`src/design/mxt_pkg.sv`:
```
`timescale 1ns / 1ps
// ----------------------------------------------------------------------------
// mxt_pkg
// shared constants and types for the maximum subarray xor trie core
// ----------------------------------------------------------------------------
package mxt_pkg;

   localparam int KEY_BITS   = 31;
   localparam int NODE_SLOTS = 65536;

   localparam int VALUE_W = 31;
   localparam int OUT_W   = 31;
   localparam int LINK_W  = $clog2(NODE_SLOTS);
   localparam int CNT_W   = $clog2(NODE_SLOTS + 1);
   localparam int LVL_W   = $clog2(KEY_BITS);
   localparam int NODE_W  = 2 * LINK_W;

   typedef logic [LINK_W-1:0] link_type;

   // result of one trie level decision
   typedef struct packed {
      logic     hit;
      logic     took_opp;
      link_type next;
   } step_type;

endpackage

```
`src/design/mxt_step.sv`:
```
`timescale 1ns / 1ps
// ----------------------------------------------------------------------------
// mxt_step
// one trie level: picks the child link to follow for insert or query walks
// ----------------------------------------------------------------------------
module mxt_step import mxt_pkg::*; (
   input  link_type link_zero,
   input  link_type link_one,
   input  logic     key_bit,
   input  logic     seek_opp,
   output step_type result
);

   link_type same_link;
   link_type opp_link;
   link_type first_link;

   always_comb begin
      same_link  = key_bit ? link_one : link_zero;
      opp_link   = key_bit ? link_zero : link_one;
      first_link = seek_opp ? opp_link : same_link;
      result     = '0;
      if (first_link != '0) begin
         result.hit      = 1'b1;
         result.took_opp = seek_opp;
         result.next     = first_link;
      end else if (seek_opp && same_link != '0) begin
         // no opposite child, fall back to the matching one
         result.hit  = 1'b1;
         result.next = same_link;
      end
   end

endmodule

```
`config.mk`:
```
export PLATFORM = sky130hd
export DESIGN_NAME = mxt_step
export DESIGN_NICKNAME = d
export VERILOG_FILES = /design/src/design/mxt_pkg.sv /design/src/design/mxt_step.sv
export SDC_FILE = /design/constraint.sdc
export NUM_CORES = 1
export LEC_CHECK = 0
export BUFFER_PORTS_ARGS = -buffer_cell sky130_fd_sc_hd__buf_4
export CAP_MARGIN = 20
export CORE_MARGIN = 5
export CORE_UTILIZATION = 46
export DETAILED_ROUTE_END_ITERATION = 7
export PLACE_DENSITY = 0.85
export SLEW_MARGIN = 30
export SYNTH_ARGS = -nofsm -noshare
export SYNTH_HDL_FRONTEND = slang
export SYNTH_SLANG_ARGS = --single-unit
```
`constraint.sdc`:
```
create_clock -name vclk -period 1.9
set_input_delay 0.19 -clock vclk [all_inputs]
set_output_delay 0.19 -clock vclk [all_outputs]
set_load 0.05 [all_outputs]
```
==> summary.md, run 1 <==
| Metric | Value |
|---|---|
| Dpl cell area | 1330 um^2 |
| Net Count, Synth | 141 |
| Hold-fix buffers at CTS | 0 |
| First Error | [ERROR DPL-0038] Utilization greater than 100%, impossible to legalize |
| Count of cell types in the netlist | 18 |
| Worst EP Category | output port |
| Die width | 52.44 um |
| # port buffers | 52 |
| Cell Area, Synth | 828.3 um^2 |
| Halt Stage | global routing |
| Io pins | 52 |
| Register area share after synthesis | 0% |
| Placer Congestion | 0.7362 |
| Detailed Place HPWL | 2255 um |
| Chip height | 52.44 um |
| Largest net degree at the start of global routing | 52 |
| Number of synthesis warnings | 0 |
| Post-Syn Instances | 107 |
| Status | stopped before the end |
| Initial Util | 47.97% |
| Post-synthesis average cell area | 7.741 um^2 |
| Worst setup endpoint GRT | result[0] |
| Num rows | 15 |
-- cell usage after synthesis (all sizes together) (2+ instances only) --
library cell  count  area (um^2)
nand2            33        123.9
nand2b           16        100.1
nor4              8        75.07
o221ai           16        209.0
clkbuf            5        18.77
mux2             17        191.4
buf               5        36.28
nand4             2        18.77
-- kinds of logic after synthesis --
kind of cell | synth area share, %
buffers and inverters | 6.646
muxes | 23.11
and+or+nand+nor | 39.43
AOI/OAI and AO/OA | 30.82
-- through the flow --
step	setup slack (ns)	std cells	TNS [ns]
after CTS	0.001377	200	0
after global placement	-0.3212	192	-4.540
after floorplan	-0.05125	107	-0.2563
after detailed placement	-0.4273	192	-5.803
-- repair_timing --
item / CTS
endpoints found under the setup margin: 16
pin swaps: 5
resized for setup: 20
endpoints found under the hold margin: 0
buffers inserted: 8
==> inputs of run 2 (changes only) <==
--- a/config.mk
+++ b/config.mk
@@ -7,10 +7,10 @@
 export LEC_CHECK = 0
 export BUFFER_PORTS_ARGS = -buffer_cell sky130_fd_sc_hd__buf_4
 export CAP_MARGIN = 20
-export CORE_MARGIN = 5
-export CORE_UTILIZATION = 46
+export CORE_AREA = 5 5 66 68
 export DETAILED_ROUTE_END_ITERATION = 7
-export PLACE_DENSITY = 0.85
+export DIE_AREA = 0 0 71 73
+export PLACE_DENSITY_LB_ADDON = 0.15
 export SLEW_MARGIN = 30
 export SYNTH_ARGS = -nofsm -noshare
 export SYNTH_HDL_FRONTEND = slang
==> run 2 against run 1 <==
Net effect: the run now ends clean; synthesized cell count did not move; area after synthesis is the same.
==> summary.md, run 2 <==
| Metric | Value |
|---|---|
| Detailed Place HPWL | 2369 um (+5.0%) |
| Worst-Margin Slew | 0.4512 ns |
| Worst EP arrival | 1.64 ns |
| FF+latch area | 0 um^2 |
| Maximum clock rate | 547.7 MHz |
| RSZ-0062 raised after global routing | yes |
| Hold Vio Cnt, Final | 0 |
| Std-Cell Core Area | 3799 um^2 |
| Clock buffer cells | 0 |
| Synth cell count leaders | 33 x nand2_1, 17 x mux2_2, 16 x nand2b_1 |
| N_diodes | 0 |
| Pins Over Slew Limit | 0 |
| Worst hold path class | in2out |
| Io pins | 52 (unchanged) |
| Drt pass-1 iters | 4 |
| Post-synthesis average cell area | 7.741 um^2 (unchanged) |
| Yosys top cell area share | 23.11% (unchanged) |
| Peak VDD IR | 0.1486 mV |
| Startpoint type of the worst setup path | primary input |
| Largest net degree at the start of global routing | 52 |
| WHS Path Cells | 4 |
| Fin util | 40.68% |
| Iter 0 DRT Violations | 22 |
| Chip height | 73 um (+39%) |
| Hold EP | result[11] |
| Fin area | 1545 um^2 |
| Max-Cap Viols | 0 |
| Hold path startpoint | link_zero[11] |
| CP Capture Type | output pin |
| LEAKAGE | 0.6124 nW |
| Layout area overhead | 86.56% |
| Overflow after GRT | 0 |
| Initial Util | 21.80% (-26 points) |
| DR vias/cell | 4.897 |
| Most common cell after layout, fill and taps aside | buf_4 |
| Register area share after synthesis | 0% (unchanged) |
| Worst endpoint required time | 1.71 ns |
| Post-route minimum period | 1.826 ns |
| Post-Syn Instances | 107 (unchanged) |
| Final setup violation count | 0 |
| Drt drc | 0 |
| Worst-path maximum fanout | 6 |
| Post CTS Setup Buffer Count | 0 (-8) |
| Ranking of synthesized cells by area | mux2_2 23%, o221ai_2 20%, nand2_1 15%, nand2b_1 12%, nor4_2 6.0% |
| Hold-fix buffers at CTS | 0 (unchanged) |
| Nets | 199 |
| Fraction of layout cells with a size suffix above 1 | 68.10% |
| Count of cell types in the netlist | 18 (unchanged) |
| Detail Route Antenna Nets | 0 |
| Net Count, Synth | 141 (unchanged) |
| DR WL/cell | 14.45 um |
| Cell Area, Synth | 828.3 um^2 (unchanged) |
| Commonest non-fill, non-tap cells in the layout | 48 x buf_4, 33 x nand2_1, 17 x mux2_2, 16 x nand2b_1, 15 x buf_6 |
| Dpl cell area | 1369 um^2 (+2.9%) |
| # port buffers | 52 (unchanged) |
| Vias | 1043 |
| Tcrit/Tclk final | 96.09% |
| Number of synthesis warnings | 0 (unchanged) |
| Status | finished clean |
| Largest area contributor in the netlist | mux2_2 |
| DRT Wirelength | 3078 um |
| Most numerous cell in the Yosys netlist | nand2_1 |
| Num rows | 23 (+8) |
| GRT Util Overall | 11.00% |
| Initial antenna violation count | 0 |
| Global-route wire length before repair | 4885 um |
| Vias in the first global route | 1048 |
| Die width | 71 um (+35%) |
| Die area | 5183 um^2 |
| Placer Congestion | 0.7795 (+5.9%) |
| Pwr dens | 319.8 nW/um^2 |
| Num sequential | 0 |
| Worst slew margin | 69.92% |
| Worst Setup Path Type | in2out |
[run 2: cell counts after synthesis]
No cell type changed its count.
[run 2: metal layers]
metal | global-route usage [%] | part of all wire [%]
met5 | 0 | 0
met4 | 0 | 0
met3 | 2.204 | 7.8
met2 | 19.77 | 49
met1 | 14.46 | 43
[run 2: what timing repair did]
item                       4_1_cts  5_1_grt
setup endpoints to repair       15       16
gates resized for setup          8       24
pin swaps                        2        4
[run 2: logic make-up after synthesis]
family	after synthesis	synth area share (%)
AO/OA/AOI/OAI	20	30.82
AND/OR/NAND/NOR	60	39.43
multiplexers	17	23.11
buffers and inverters	10	6.646
[run 2: cell type report]
cell class / count / area (um^2)
Tap cell: 50 / 62.56
Multi-Input combinational cell: 97 / 893.4
Fill cell: 404 / 2253
Timing Repair Buffer: 66 / 589.3
[run 2: per-stage QoR]
stage / setup WS [ns] / setup TNS, ns / std cells / hold WS, ns / total power [W]
after floorplan: -0.05125 / -0.2563 / 107 / 0.7113 / 0.0002691
after global placement: -0.06854 / -0.6023 / 213 / 0.8512 / 0.0004360
after detailed placement: -0.05145 / -0.3710 / 213 / 0.8534 / 0.0004410
after CTS: 0.001384 / 0 / 213 / 0.8592 / 0.0004519
after global routing: -0.01959 / -0.05745 / 213 / 0.8512 / 0.0005257
final: 0.07425 / 0 / 213 / 0.8322 / 0.0004941
[run 2: worst max path at each step]
| stage | cells after the start | from | slack [ns] | end |
|---|---|---|---|---|
| finish | 7 | link_one[2] | 0.07 | result[0] |
| global route | 7 | link_one[13] | -0.02 | result[0] |
| CTS | 8 | link_zero[10] | 0.001 | result[0] |
| detailed placement | 7 | link_zero[7] | -0.05 | result[0] |
| global placement | 7 | link_zero[7] | -0.07 | result[0] |
| floorplan | 4 | link_one[2] | -0.05 | result[0] |
[run 2: worst max-delay path: stages]
cell,delay (ns)
buf_4,0.13
nor4_4,0.30
nand4_2,0.18
o21a_4,0.30
buf_12,0.15
o221ai_2,0.20
buf_6,0.19
[run 2: power breakdown]
group / switching [W] / internal, W
Clock: 0 / 0
Combinational: 0.000278 / 0.000216
Sequential: 0 / 0
Total: 0.000278 / 0.000216
Note: power is estimated with default switching activity, not from simulation.
==> inputs of run 3 (changes only) <==
--- a/config.mk
+++ b/config.mk
@@ -7,10 +7,12 @@
 export LEC_CHECK = 0
 export BUFFER_PORTS_ARGS = -buffer_cell sky130_fd_sc_hd__buf_4
 export CAP_MARGIN = 20
+export CELL_PAD_IN_SITES_DETAIL_PLACEMENT = 1
+export CELL_PAD_IN_SITES_GLOBAL_PLACEMENT = 1
 export CORE_AREA = 5 5 66 68
 export DETAILED_ROUTE_END_ITERATION = 7
 export DIE_AREA = 0 0 71 73
-export PLACE_DENSITY_LB_ADDON = 0.15
+export PLACE_DENSITY = 0.67
 export SLEW_MARGIN = 30
 export SYNTH_ARGS = -nofsm -noshare
 export SYNTH_HDL_FRONTEND = slang
==> run 3 against run 2 <==
Net effect: wire length grew 8.7%; count of clock-buffer cells in the layout did not move; first-iteration DRC count up 140%; power shrank 2.3%; hold slack better by 0.016 ns; largest cell class unchanged.
==> summary.md, run 3 (synthesized netlist as in run 2, its figures left out) <==
| Metric | Value |
|---|---|
| Chip height | 73 um (unchanged) |
| Vias | 1028 (-1.4%) |
| DRT Wirelength | 3345 um (+8.7%) |
| Power share of the sequential group | 0% (unchanged) |
| Layout area overhead | 80.06% |
| Fin worst setup slack | 0.05803 ns (-0.01622 ns) |
| Pint | 0.0002000 W (-7.4%) |
| Worst slew margin | 69.38% (-0.54 points) |
| Drt drc | 0 (unchanged) |
| Hold EP | result[9] |
| Startpoint type of the worst setup path | primary input |
| RSZ-0062 raised after global routing | yes |
| Worst endpoint required time | 1.71 ns (about the same) |
| Final hold slack | 0.8484 ns (+0.01615 ns) |
| Pins Over Slew Limit | 0 (unchanged) |
| Num rows | 23 (unchanged) |
| Fillcell total | 477 (+18%) |
| Worst-path maximum fanout | 5 (-1) |
| GRT Util Overall | 12.17% (+1.2 points) |
| Switching part of the total power | 58.57% (+2.2 points) |
| Worst Setup Path Type | in2out |
| # port buffers | 52 (unchanged) |
| Placer Congestion | 0.7492 (-3.9%) |
| WHS Path Cells | 4 (unchanged) |
| Post-route insts no fill | 211 (-0.94%) |
| Cell mode on critical path | buf_4 |
| Tcrit/Tclk final | 96.95% (+0.85 points) |
| Largest net degree at the start of global routing | 52 (unchanged) |
| DP Cell Count | 210 (-1.4%) |
| Drt pass-1 iters | 4 (unchanged) |
| Initial Util | 21.80% (unchanged) |
| Iter 0 DRT Violations | 53 (+140%) |
| Place WS | -0.05856 ns (-0.007111 ns) |
| Post-route minimum period | 1.842 ns (+0.01622 ns) |
| Setup Total Neg Slack | 0 ns (unchanged) |
| Clock buffer cells | 0 (unchanged) |
| FF+latch area | 0 um^2 (unchanged) |
| Die width | 71 um (unchanged) |
| Status | finished clean |
| DR WL/cell | 15.85 um (+9.7%) |
| Worst-Margin Slew | 0.4594 ns (+0.008137 ns) |
| Maximum clock rate | 542.9 MHz (-0.88%) |
| Combinational power share | 100.0% (about the same) |
| Nets | 197 (-1.0%) |
| Std-Cell Core Area | 3799 um^2 (unchanged) |
| Worst hold path class | in2out |
| Die area | 5183 um^2 (unchanged) |
| Detailed Place HPWL | 2691 um (+14%) |
| Worst EP arrival | 1.65 ns (about the same) |
| Fin util | 39.26% (-1.4 points) |
| Most common cell after layout, fill and taps aside | buf_4 |
| Commonest non-fill, non-tap cells in the layout | 54 x buf_4, 33 x nand2_1, 17 x mux2_2, 16 x nand2b_1 |
| Overflow after GRT | 0 (unchanged) |
| Fraction of layout cells with a size suffix above 1 | 66.46% (-1.6 points) |
| Vias in the first global route | 1082 (+3.2%) |
| Hold path startpoint | link_one[9] |
| Io pins | 52 (unchanged) |
| Peak VDD IR | 0.09887 mV (-33%) |
| CP peak stage delay | 0.27 ns (-0.03 ns) |
| DR vias/cell | 4.872 (-0.50%) |
| Worst path cell trace | buf_4 > nor4_4 > buf_4 > and4_4 > a21boi_2 > buf_4 > o221ai_1 > buf_4 |
| LEAKAGE | 0.5842 nW (-4.6%) |
| Num sequential | 0 (unchanged) |
| Hold Vio Cnt, Final | 0 (unchanged) |
| Initial antenna violation count | 0 (unchanged) |
| Max-Cap Viols | 0 (unchanged) |
| CP max stage cell | nor4_4 |
| Switching Power | 0.0002827 W (+1.6%) |
| Global-route wire length before repair | 5292 um (+8.3%) |
| Pwr dens | 323.6 nW/um^2 (+1.2%) |
| CP Capture Type | output pin |
| Hold-fix buffers at CTS | 0 (unchanged) |
| N_diodes | 0 (unchanged) |
| Final setup violation count | 0 (unchanged) |
| Clock network power share | 0% (unchanged) |
| Detail Route Antenna Nets | 0 (unchanged) |
## run 3: area by class of cell
cell class                 count  area [um^2]  area share (%)
multi-input combinational     97        902.1           60.49
tap                           50        62.56           4.195
timing repair buffer          64        526.8           35.32
## run 3: power groups by stage
stage,logic (W),clock network [W],registers [W]
4_1_cts,0.000444,0,0
5_1_grt,0.000511,0,0
3_3_place_gp,0.000424,0,0
3_5_place_dp,0.000435,0,0
2_1_floorplan,0.000269,0,0
6_report,0.000483,0,0
## run 3: routing by layer
layer | global-route usage (%) | vias up | wire length [um]
met1 | 14.22 | 485 | 1279
met5 | 0 | - | 0
met3 | 2.204 | 0 | 224
li1 | - | 515 | -
met4 | 0 | 0 | 0
met2 | 24.30 | 28 | 1841
## run 3: timing repair
action / 4_1_cts / 5_1_grt
setup buffers: 0 / 1
gates cloned: 0 / 0
resized for setup: 7 / 19
pin swaps: 1 / 3
setup endpoints to repair: 15 / 13
## run 3: critical path: cells and delay by family
family	cells	cell delay (ns)
AND/OR/NAND/NOR	2	0.50
buffers and inverters	4	0.70
AO/OA/AOI/OAI	2	0.26
## run 3: how the worst max path moves through the flow
| stage | depth (start not counted) | endpoint | start |
|---|---|---|---|
| global route | 8 | result[1] | link_zero[14] |
| finish | 8 | result[1] | link_zero[7] |
| CTS | 7 | result[15] | link_one[2] |
| floorplan | 4 | result[0] | link_one[2] |
| detailed placement | 7 | result[15] | link_one[2] |
| global placement | 8 | result[1] | link_zero[7] |
## run 3: metrics by stage
stage,total power (W),instance area [um^2]
4_1_cts,0.0004437,1363
3_5_place_dp,0.0004346,1321
6_report,0.0004827,1491
5_1_grt,0.0005108,1491
2_1_floorplan,0.0002691,828.3
3_3_place_gp,0.0004239,1321
